--- config.mk ---
export PLATFORM = sky130hd
export DESIGN_NAME = fpn_front
export DESIGN_NICKNAME = d
export VERILOG_FILES = /design/src/hw/rtl/fpn_pkg.sv /design/src/hw/rtl/fpn_front.sv
export SDC_FILE = /design/constraint.sdc
export NUM_CORES = 1
export LEC_CHECK = 0
export ABC_AREA = 1
export BUFFER_PORTS_ARGS = -buffer_cell sky130_fd_sc_hd__buf_2
export CAP_MARGIN = 20
export CORE_MARGIN = 4
export CORE_UTILIZATION = 45
export DETAILED_ROUTE_END_ITERATION = 7
export GPL_ROUTABILITY_DRIVEN = 0
export GPL_TIMING_DRIVEN = 1
export PLACE_DENSITY = 0.76
export SYNTH_ARGS = -nofsm -noshare
export SYNTH_HDL_FRONTEND = slang
export SYNTH_SLANG_ARGS = --single-unit
--- constraint.sdc ---
create_clock -name clk_i -period 8.27 [get_ports clk_i]
set_input_delay 0.4135 -clock clk_i [delete_from_list [all_inputs] [get_ports clk_i]]
set_output_delay 0.4135 -clock clk_i [all_outputs]
set_load 0.01 [all_outputs]
--- src/hw/rtl/fpn_pkg.sv ---
package fpn_pkg;

  localparam int unsigned TableSize  = 256;
  localparam int unsigned TblBits    = $clog2(TableSize);
  localparam int unsigned MaxOctaves = 20;
  localparam int unsigned FracBits   = 16;
  localparam int unsigned MulW       = 26;
  localparam int unsigned ProdW      = 2 * MulW;
  localparam int unsigned QueueDepth = 2;
  localparam int unsigned QueuePtrW  = $clog2(QueueDepth);

  localparam logic [1:0] CfgOctaves     = 2'd0;
  localparam logic [1:0] CfgPersistence = 2'd1;
  localparam logic [1:0] CfgScale       = 2'd2;

  typedef struct packed {
    logic               is_query;
    logic [7:0]         table_index;
    logic [7:0]         table_value;
    logic signed [31:0] x_coord;
    logic signed [31:0] y_coord;
  } item_t;

  typedef struct packed {
    logic [4:0]  octave_count;
    logic [16:0] persistence;
    logic [22:0] output_scale;
  } cfg_t;

  typedef enum logic [1:0] {
    ST_IDLE,
    ST_OCTAVE,
    ST_SCALE,
    ST_OUT
  } back_state_e;

  // Gradient u +- 2v, with u and v swapped when bit 2 of the hash is set.
  function automatic logic signed [20:0] grad(input logic [2:0] h,
                                              input logic signed [17:0] dx,
                                              input logic signed [17:0] dy);
    logic signed [20:0] u;
    logic signed [20:0] v;
    logic signed [20:0] a;
    logic signed [20:0] b;
    u = h[2] ? 21'(dy) : 21'(dx);
    v = h[2] ? 21'(dx) : 21'(dy);
    a = h[0] ? -u : u;
    b = h[1] ? -(v <<< 1) : (v <<< 1);
    return a + b;
  endfunction

endpackage

--- src/hw/rtl/fpn_front.sv ---
module fpn_front (
  input  logic                clk_i,
  input  logic                rst_ni,
  input  logic                in_valid_i,
  output logic                in_ready_o,
  input  logic                kind_i,
  input  logic [7:0]          table_index_i,
  input  logic [7:0]          table_value_i,
  input  logic signed [31:0]  x_coord_i,
  input  logic signed [31:0]  y_coord_i,
  output logic                item_valid_o,
  input  logic                item_ready_i,
  output fpn_pkg::item_t      item_o
);

  localparam int unsigned PW = fpn_pkg::QueuePtrW;
  localparam int unsigned CW = fpn_pkg::QueuePtrW + 1;

  fpn_pkg::item_t mem_q [fpn_pkg::QueueDepth];
  logic [PW-1:0]  wr_ptr_q, wr_ptr_d;
  logic [PW-1:0]  rd_ptr_q, rd_ptr_d;
  logic [CW-1:0]  count_q, count_d;
  logic           push, pop;
  fpn_pkg::item_t item_in;

  assign in_ready_o   = (count_q != CW'(fpn_pkg::QueueDepth));
  assign item_valid_o = (count_q != '0);
  assign item_o       = mem_q[rd_ptr_q];
  assign push         = in_valid_i && in_ready_o;
  assign pop          = item_valid_o && item_ready_i;

  always_comb begin
    item_in.is_query    = kind_i;
    item_in.table_index = table_index_i;
    item_in.table_value = table_value_i;
    item_in.x_coord     = x_coord_i;
    item_in.y_coord     = y_coord_i;
    wr_ptr_d = push ? PW'(wr_ptr_q + 1'b1) : wr_ptr_q;
    rd_ptr_d = pop ? PW'(rd_ptr_q + 1'b1) : rd_ptr_q;
    count_d  = count_q + CW'(push) - CW'(pop);
  end

  always_ff @(posedge clk_i or negedge rst_ni) begin
    if (!rst_ni) begin
      wr_ptr_q <= '0;
      rd_ptr_q <= '0;
      count_q  <= '0;
    end else begin
      wr_ptr_q <= wr_ptr_d;
      rd_ptr_q <= rd_ptr_d;
      count_q  <= count_d;
    end
  end

  always_ff @(posedge clk_i) begin
    if (push) begin
      mem_q[wr_ptr_q] <= item_in;
    end
  end

endmodule

==> run summary, run 1 <==
Measured against its own limit, the worst slew margin works out to 36.43%. Setup repair after global routing left no endpoint under its margin. The worst min-delay path startpoint is y_coord_i[3].

For the highest ir drop seen on vdd, the log shows 0.0001734 V. The worst hold path cell count is 1, and the die footprint is 15,660 µm². Measured along the y axis, the die boundary spans 125.1 µm. Global routing used 15.28% of the available tracks across all layers. The register bit count reported by yosys is 166. The biggest fanout along the worst timing path works out to 82. The top cell types in the final layout, fill and taps aside, are sky130_fd_sc_hd__nand2_1 (250), sky130_fd_sc_hd__buf_2 (167), sky130_fd_sc_hd__edfxtp_1 (162), sky130_fd_sc_hd__clkbuf_16 (17), sky130_fd_sc_hd__inv_1 (7).

After detailed routing, the number of vias per cell comes to 4.682. The clock drives 166 sinks. Data on the critical path is required at its endpoint by 7.86 ns. The final max-slew violation count was 0; the portion of total power attributed to the clock network was 25.0%. Synthesis handed over a netlist of 454 instances. For the worst flop-to-flop path, the logic depth is 5. Cells fill 57.51% of the core in the end. For the initial antenna violation count, the log shows 0. The worst register-to-register path begins at count_q[1]$_DFF_PN0_. During placement, the flow inserted port buffers numbering 167. The die is 125.1 µm wide. In this run the register-to-register setup slack is 6.14 ns.

In this run the static leakage power is 3.315 nW. Of the total power, registers draw 43.4%. Leaving out fill and tap cells, the most frequent cell in the layout is sky130_fd_sc_hd__nand2_1. The sequential area share after synthesis is 80.42%.

The run gives 2 as the number of buffers between clock root and the deepest sink. After layout, the minimum clock period comes to 2.676 ns. The run gives 0 as the count of cells resized by post-cts repair. The run gives 263 as the number of DRC violations after detailed-routing iteration 0. The run finished with clean final reports. The cell that appears most often on the critical path is sky130_fd_sc_hd__nand2_1. The count of standard-cell rows is 42. The count of different cell masters after synthesis is 15, and the number of hold buffers added after CTS is 1. Detailed routing inserted a total of 3,816 vias.

After synthesis, the mean cell area works out to 13.60 µm². Global routing finished with a remaining overflow of 0. For hold timing, the worst endpoint is mem_q[1][3]$_DFFE_PP_.

The most critical setup path has its startpoint at rd_ptr_q$_DFFE_PN0P_. The fraction of the cycle the final worst path needs came out at 32.36%. The run gives 1,073 as the number of filler instances in the final layout. The worst register-to-register path ends at mem_q[1][50]$_DFFE_PP_. CTS H-tree depth: 4.

For this configuration, the core starts out at a cell density of 46.25%. The later pin in the worst-skew pair is clocked with a latency of 0.42 ns. For the internal power, the log shows 0.001836 W. The worst setup path is launched from a flop. For the total number of nets in the final design, the log shows 715. In this run the remaining antenna-violating nets after routing total 0.

Setup violations remaining at the end of the flow were counted as 0. The tools report the total negative setup slack as 0 ns. The tree is rooted in a sky130_fd_sc_hd__clkbuf_16. The switching portion of total power was 33.26%. The first detailed-routing pass took 4 iterations.

Cells with a size suffix above 1 make up 31.92% of the layout. The slowest stage of the critical path is the sky130_fd_sc_hd__buf_4 cell. The worst setup path is of the flop to output port kind. For this block, the routed nets add up to 11,670 µm of wire. The via count of the first global-routing pass is 3,821, and the proportion of power drawn by combinational gates is 31.6%. For this design the ratio of total power to cell area is 358.4 nW/µm². The total area of multi-input combinational cells is 1026 µm².

TritonCTS built the clock tree. The worst min-delay path class is input port to flop. The number of maximum-capacitance violations was 0; the half-perimeter wire length after detailed placement was 7708 µm.

The count of buffers added by post-CTS timing repair for setup was 0. The synthesis-to-finish area growth came out at 24.34%. The net switching power of the design came out at 0.0009150 W. After detailed routing, the average wire length per cell comes to 14.32 µm. Data arrives at the worst endpoint at 2.26 ns. Summing every instance area after synthesis gives 6173 µm². Number of nets in the synthesized netlist: 540. Clock skew on the completed layout was measured at 0.008676 ns. The count of endpoints failing hold in the final timing report was 0. Entering global routing, the biggest net connects 83 pins. In the final layout, flip-flops and latches occupy 4966 µm². The total area inside the core boundary comes to 13,350 µm². The number of antenna diodes in the final layout is 0. The signal on the critical path passes through buf_4 > inv_8 > nand2_1 > nand2_1 > buf_2. After clock tree synthesis, the clock-pin slew on the worst setup and hold paths is 0.06 ns.

The global-route wire length before repair came out at 18,750 µm. During synthesis, Yosys emitted a total of 0 warnings. Based on the critical path, the design can be clocked at up to 0.3737 GHz.

The tools report the category of the worst setup path capture point as an output port. For the number of ports placed on the die boundary, the log shows 168. The largest stage delay on the critical path works out to 0.65 ns.

The total CTS buffers was 17. For the pin with the worst max-slew slack, the measured transition is 0.9535 ns. The residual DRC count was 0.
==> power groups by stage <==
| stage | registers, W | clock network, W | logic, W |
|---|---|---|---|
| floorplan | 0.00122 | 0 | 0.000569 |
| CTS | 0.00120 | 0.000707 | 0.000892 |
| finish | 0.00119 | 0.000688 | 0.000869 |
| detailed placement | 0.00121 | 0 | 0.000889 |
| global placement | 0.00121 | 0 | 0.000857 |
| global route | 0.00121 | 0.000753 | 0.000977 |
==> cell usage after synthesis <==
cell	count	area share (%)
sky130_fd_sc_hd__a21oi_1	1	0.081
sky130_fd_sc_hd__buf_4	9	1.1
sky130_fd_sc_hd__buf_6	8	1.5
sky130_fd_sc_hd__dfrtp_1	4	1.6
sky130_fd_sc_hd__edfxtp_1	162	79
sky130_fd_sc_hd__ha_1	1	0.20
sky130_fd_sc_hd__inv_1	7	0.43
sky130_fd_sc_hd__inv_8	1	0.18
sky130_fd_sc_hd__nand2_1	250	15
sky130_fd_sc_hd__nand2_2	2	0.20
sky130_fd_sc_hd__nand3_1	2	0.16
sky130_fd_sc_hd__nor2_1	4	0.24
sky130_fd_sc_hd__nor2_2	1	0.10
sky130_fd_sc_hd__o21ai_1	1	0.081
sky130_fd_sc_hd__xor2_1	1	0.14
==> area by class of cell <==
cell class,instances,area share (%)
Sequential cell,166,64.69
Multi-Input combinational cell,263,13.37
Timing Repair Buffer,173,11.83
Clock buffer,18,5.591
Tap cell,176,2.869
Clock inverter,11,1.157
Inverter,8,0.4890
==> cells by family (layout without fill, tap and decap cells) <==
logic type / count (synthesis) / count (layout) / synth area share [%]
buf+inv: 25 / 210 / 3.162
simple gates: 259 / 259 / 15.91
flops: 166 / 166 / 80.42
xor+xnor: 1 / 1 / 0.1419
fa+ha+maj: 1 / 1 / 0.2026
compound gates: 2 / 2 / 0.1620
==> critical path, delay by kind of cell (launching register included) <==
kind	cells	cell delay, ns
and+or+nand+nor	2	0.25
DFF	1	0.33
buffers and inverters	3	1.16
==> metrics by stage <==
step	instances	hold slack [ns]	total power [W]	setup slack (ns)	instance area [µm²]
floorplan	454	0.1179	0.001787	3.742	6173
global placement	783	0.2258	0.002063	5.687	7108
detailed placement	785	0.2224	0.002101	5.985	7148
CTS	815	0.1566	0.002794	5.523	7676
global route	815	0.1601	0.002937	5.407	7676
finish	815	0.1797	0.002751	5.594	7676
==> sequential cells by signal, indices dropped and copies added, names as in the netlist <==
signal,count
rd_ptr_q,1
count_q,2
mem_q,162
wr_ptr_q,1
==> layer usage <==
layer | track usage, % | wire length [µm] | up-vias
met3 | 5.416 | 877 | 12
li1 | - | - | 1880
met4 | 6.314 | 129 | 0
met1 | 16.80 | 4574 | 1801
met5 | 0 | 0 | -
met2 | 26.95 | 6088 | 123
==> worst max-delay path by stage <==
stage                        endpoint  slack (ns)  depth (start not counted)
4_1_cts                     item_o[5]        5.52                          5
5_1_grt                    item_o[36]        5.41                          5
3_5_place_dp                item_o[5]        5.99                          5
6_report                    item_o[5]        5.59                          5
3_3_place_gp   mem_q[0][78]$_DFFE_PP_        5.69                          4
2_1_floorplan   mem_q[0][0]$_DFFE_PP_        3.74                          3
No activity file was read; power rests on OpenSTA's default activity.
==> inputs of run 2 (changes only) <==
==> constraint.sdc (replaced) <==
create_clock -name clk_i -period 2.5 [get_ports clk_i]
set_input_delay 0.125 -clock clk_i [delete_from_list [all_inputs] [get_ports clk_i]]
set_output_delay 0.125 -clock clk_i [all_outputs]
set_load 0.01 [all_outputs]
==> run summary, run 2 (synthesis results as in run 1) <==
The run finished with clean final reports. On the final layout, the worst clock skew is 0.01137 ns. The gate family responsible for the most delay along the worst path was flip-flops. In this run, the number of DRC markers left after iteration 0 of detailed routing was 270. The die height was 125.1 µm; the post-route non-filler standard cell count was 898. Global routing used 17.05% of the available tracks.

The worst register-to-register path has a setup slack of 0.80 ns. The worst setup path is of the flop to output port kind. Total leakage power: 3.701 nW. TritonCTS built the clock tree. The endpoint arrival time on the critical path was 2.03 ns.

Derived from the worst setup path, the maximum achievable clock frequency is 0.4640 GHz. Power per cell area: 1129 nW/µm². Setup violations remaining at the end of the flow were counted as 0. The startpoint identified for the worst hold timing path is in_valid_i.

Most used routing layer in global routing: met2. The most critical setup path has its startpoint at rd_ptr_q$_DFFE_PN0P_. The placed instances occupy a cell area of 7141 µm².

The run gives 2 as the number of buffers between clock root and the deepest sink. Entering global routing, the biggest net connects 83 pins. Cell at the root of the clock tree: sky130_fd_sc_hd__clkbuf_16. The initial antenna violation count was 0; the per-cell via count in the routed design was 4.664.

The worst-case setup margin in the final layout came out at 0.3447 ns. In this run the count of I/O pins placed on the die edge is 168. Setup repair after global routing left no endpoint under its margin.

Area inside the core boundary: 13,350 µm². Critical path launch point type: a flop. In the routed design, unresolved DRC markers number 0. In this run the worst path has a maximum fanout of 82. Wires add up to 13,200 µm. The detailed-route wire length per cell is 14.70 µm.

Across all layers, the routed design uses 4,188 vias. The number of port buffers came out at 167. Row generation in the floorplan step produced 42 rows. For the pin with the worst max-slew slack, the measured transition is 0.7084 ns.

The logs give 2.38 ns for the critical path data required time and 0 ns for the total negative setup slack. STA classifies the critical path endpoint as an output port. Initial standard-cell utilization of the core: 46.25%. The count of endpoints failing hold in the final timing report was 0; the register clock-pin slew on the reported worst setup and hold paths was 0.06 ns.

The critical path's slowest cell is sky130_fd_sc_hd__dfrtp_2. The clock insertion delay at the later pin of the skew report came out at 0.41 ns. Counting I/O delays and the setup requirement, the final critical path takes 2.155 ns.

The top cell types in the final layout, fill and taps aside, are sky130_fd_sc_hd__nand2_1 (250), sky130_fd_sc_hd__buf_2 (167), sky130_fd_sc_hd__edfxtp_1 (162), sky130_fd_sc_hd__dlygate4sd3_1 (82), sky130_fd_sc_hd__clkbuf_16 (17). The number of inserted diodes is 0, and the final max-slew violation count is 0. TritonCTS created 17 clock buffers.

In the global route stage, met1 resource usage came out at 18.34%. The die width came out at 125.1 µm. The path with the worst hold slack has its endpoint at wr_ptr_q$_DFFE_PN0P_. The die footprint came out at 15,660 µm². The post-layout utilization of the core is 64.30%, and the ratio of cells with drive above 1 in the final layout is 28.12%.

In this design, the stage delay of the slowest critical-path cell is 0.82 ns. Cell seen most often among critical-path stages: sky130_fd_sc_hd__nand2_1. The tools report the total number of nets in the final design as 795. At the placement stage, the worst setup path has a slack of 0.8096 ns. The number of maximum-capacitance violations was 0. The fraction of the cycle the final worst path needs works out to 86.21%.

Via count of the first global-routing pass: 4,486. The largest registers in the layout are mem_q x162, count_q x2. Register with the most flip-flops: mem_q. The path class of the tightest hold or removal check is input port to flop. The worst hold path was traced through 3 stages.

CTS saw 166 sinks. Summing all non-filler instances in the final layout gives an area of 8582 µm². The critical path goes through inv_8 > nand2_1 > nand2_1 > buf_2. The worst reg2reg path depth was 4.

The endpoint identified for the worst register-to-register timing path is mem_q[0][28]$_DFFE_PP_. The commonest non-fill, non-tap cell in the layout is sky130_fd_sc_hd__nand2_1. Relative to the synthesized area, the layout overhead comes to 39.01%. The first global-routing pass estimated 21,000 µm of wire.

The critical path contains buffers and inverters numbering 2 combined. The tools report the worst slew margin relative to its limit as 52.77%. The run gives 0 as the number of antenna-violating nets in the routed design.

The H-tree generated during clock tree synthesis spans 4 levels. For the final global-route overflow total, the log shows 0. The launch point of the worst reg-to-reg path is count_q[1]$_DFF_PN0_. Number of placed cells counting well taps: 784. Counting the fill cells in the layout gives 970. Before antenna repair, the detailed router went through 5 iterations. Summed over all nets, the half-perimeter wirelength after detailed placement is 7865 µm. The global-route met2 utilization is 30.24%, and the number of flip-flops in the largest register is 162. For the met3 demand-to-capacity share in global routing, the log shows 6.183%. IR analysis of the VDD net gives a maximum drop of 0.0007670 V.
==> run 2: cell types whose count changed in the layout (fill, tap and decap cells not counted), sizes merged <==
cell         change
clkbuf           +3
clkinv           -2
buf              -1
dlygate4sd3     +81
clkinvlp         -2
bufinv           +4
==> run 2: tightest hold or removal path: stages <==
cell and delay [ns]:
sky130_fd_sc_hd__buf_2 0.11, sky130_fd_sc_hd__a21oi_1 0.08, sky130_fd_sc_hd__nor2_1 0.08
==> run 2: area by class of cell <==
type	instances	area (µm²)	share of cell area, %
well taps	176	220.2	2.566
repair buffers	253	1712	19.94
flip-flops and latches	166	4966	57.87
multi-input cells	263	1026	11.96
inverters	8	37.54	0.4374
clock buffers	21	440.4	5.132
clock inverters	11	180.2	2.099
==> run 2: how the worst max path moves through the flow <==
stage,endpoint,slack [ns],depth (start not counted)
global placement,mem_q[0][10]$_DFFE_PP_,0.87,5
detailed placement,mem_q[0][11]$_DFFE_PP_,0.81,4
floorplan,mem_q[1][0]$_DFFE_PP_,0.22,3
global route,item_o[1],0.24,4
CTS,item_o[1],0.35,4
finish,item_o[1],0.34,4
==> run 2: metal layers <==
metal / wire length, µm / part of all wire, %
met5: 0 / 0
met4: 307 / 2.3
met3: 869 / 6.6
met2: 6856 / 52
met1: 5166 / 39
==> run 2: power breakdown <==
part	internal, W	switching [W]
sequential	0.00380	0.000255
clock	0.00176	0.000959
combinational	0.00102	0.00189
total	0.00658	0.00311
==> run 2: what timing repair did <==
action                                 4_1_cts  5_1_grt
buffers inserted                             0        0
gates resized for setup                      0        0
hold buffers                                82        0
endpoints found under the hold margin      166        0
==> run 2: stage by stage <==
| step | hold WS [ns] | power [W] |
|---|---|---|
| final | 0.02703 | 0.009688 |
| after global routing | 0.03108 | 0.01028 |
| after CTS | 0.01381 | 0.009783 |
| after detailed placement | -0.06204 | 0.006953 |
| after global placement | -0.06393 | 0.006861 |
| after floorplan | -0.1706 | 0.005883 |
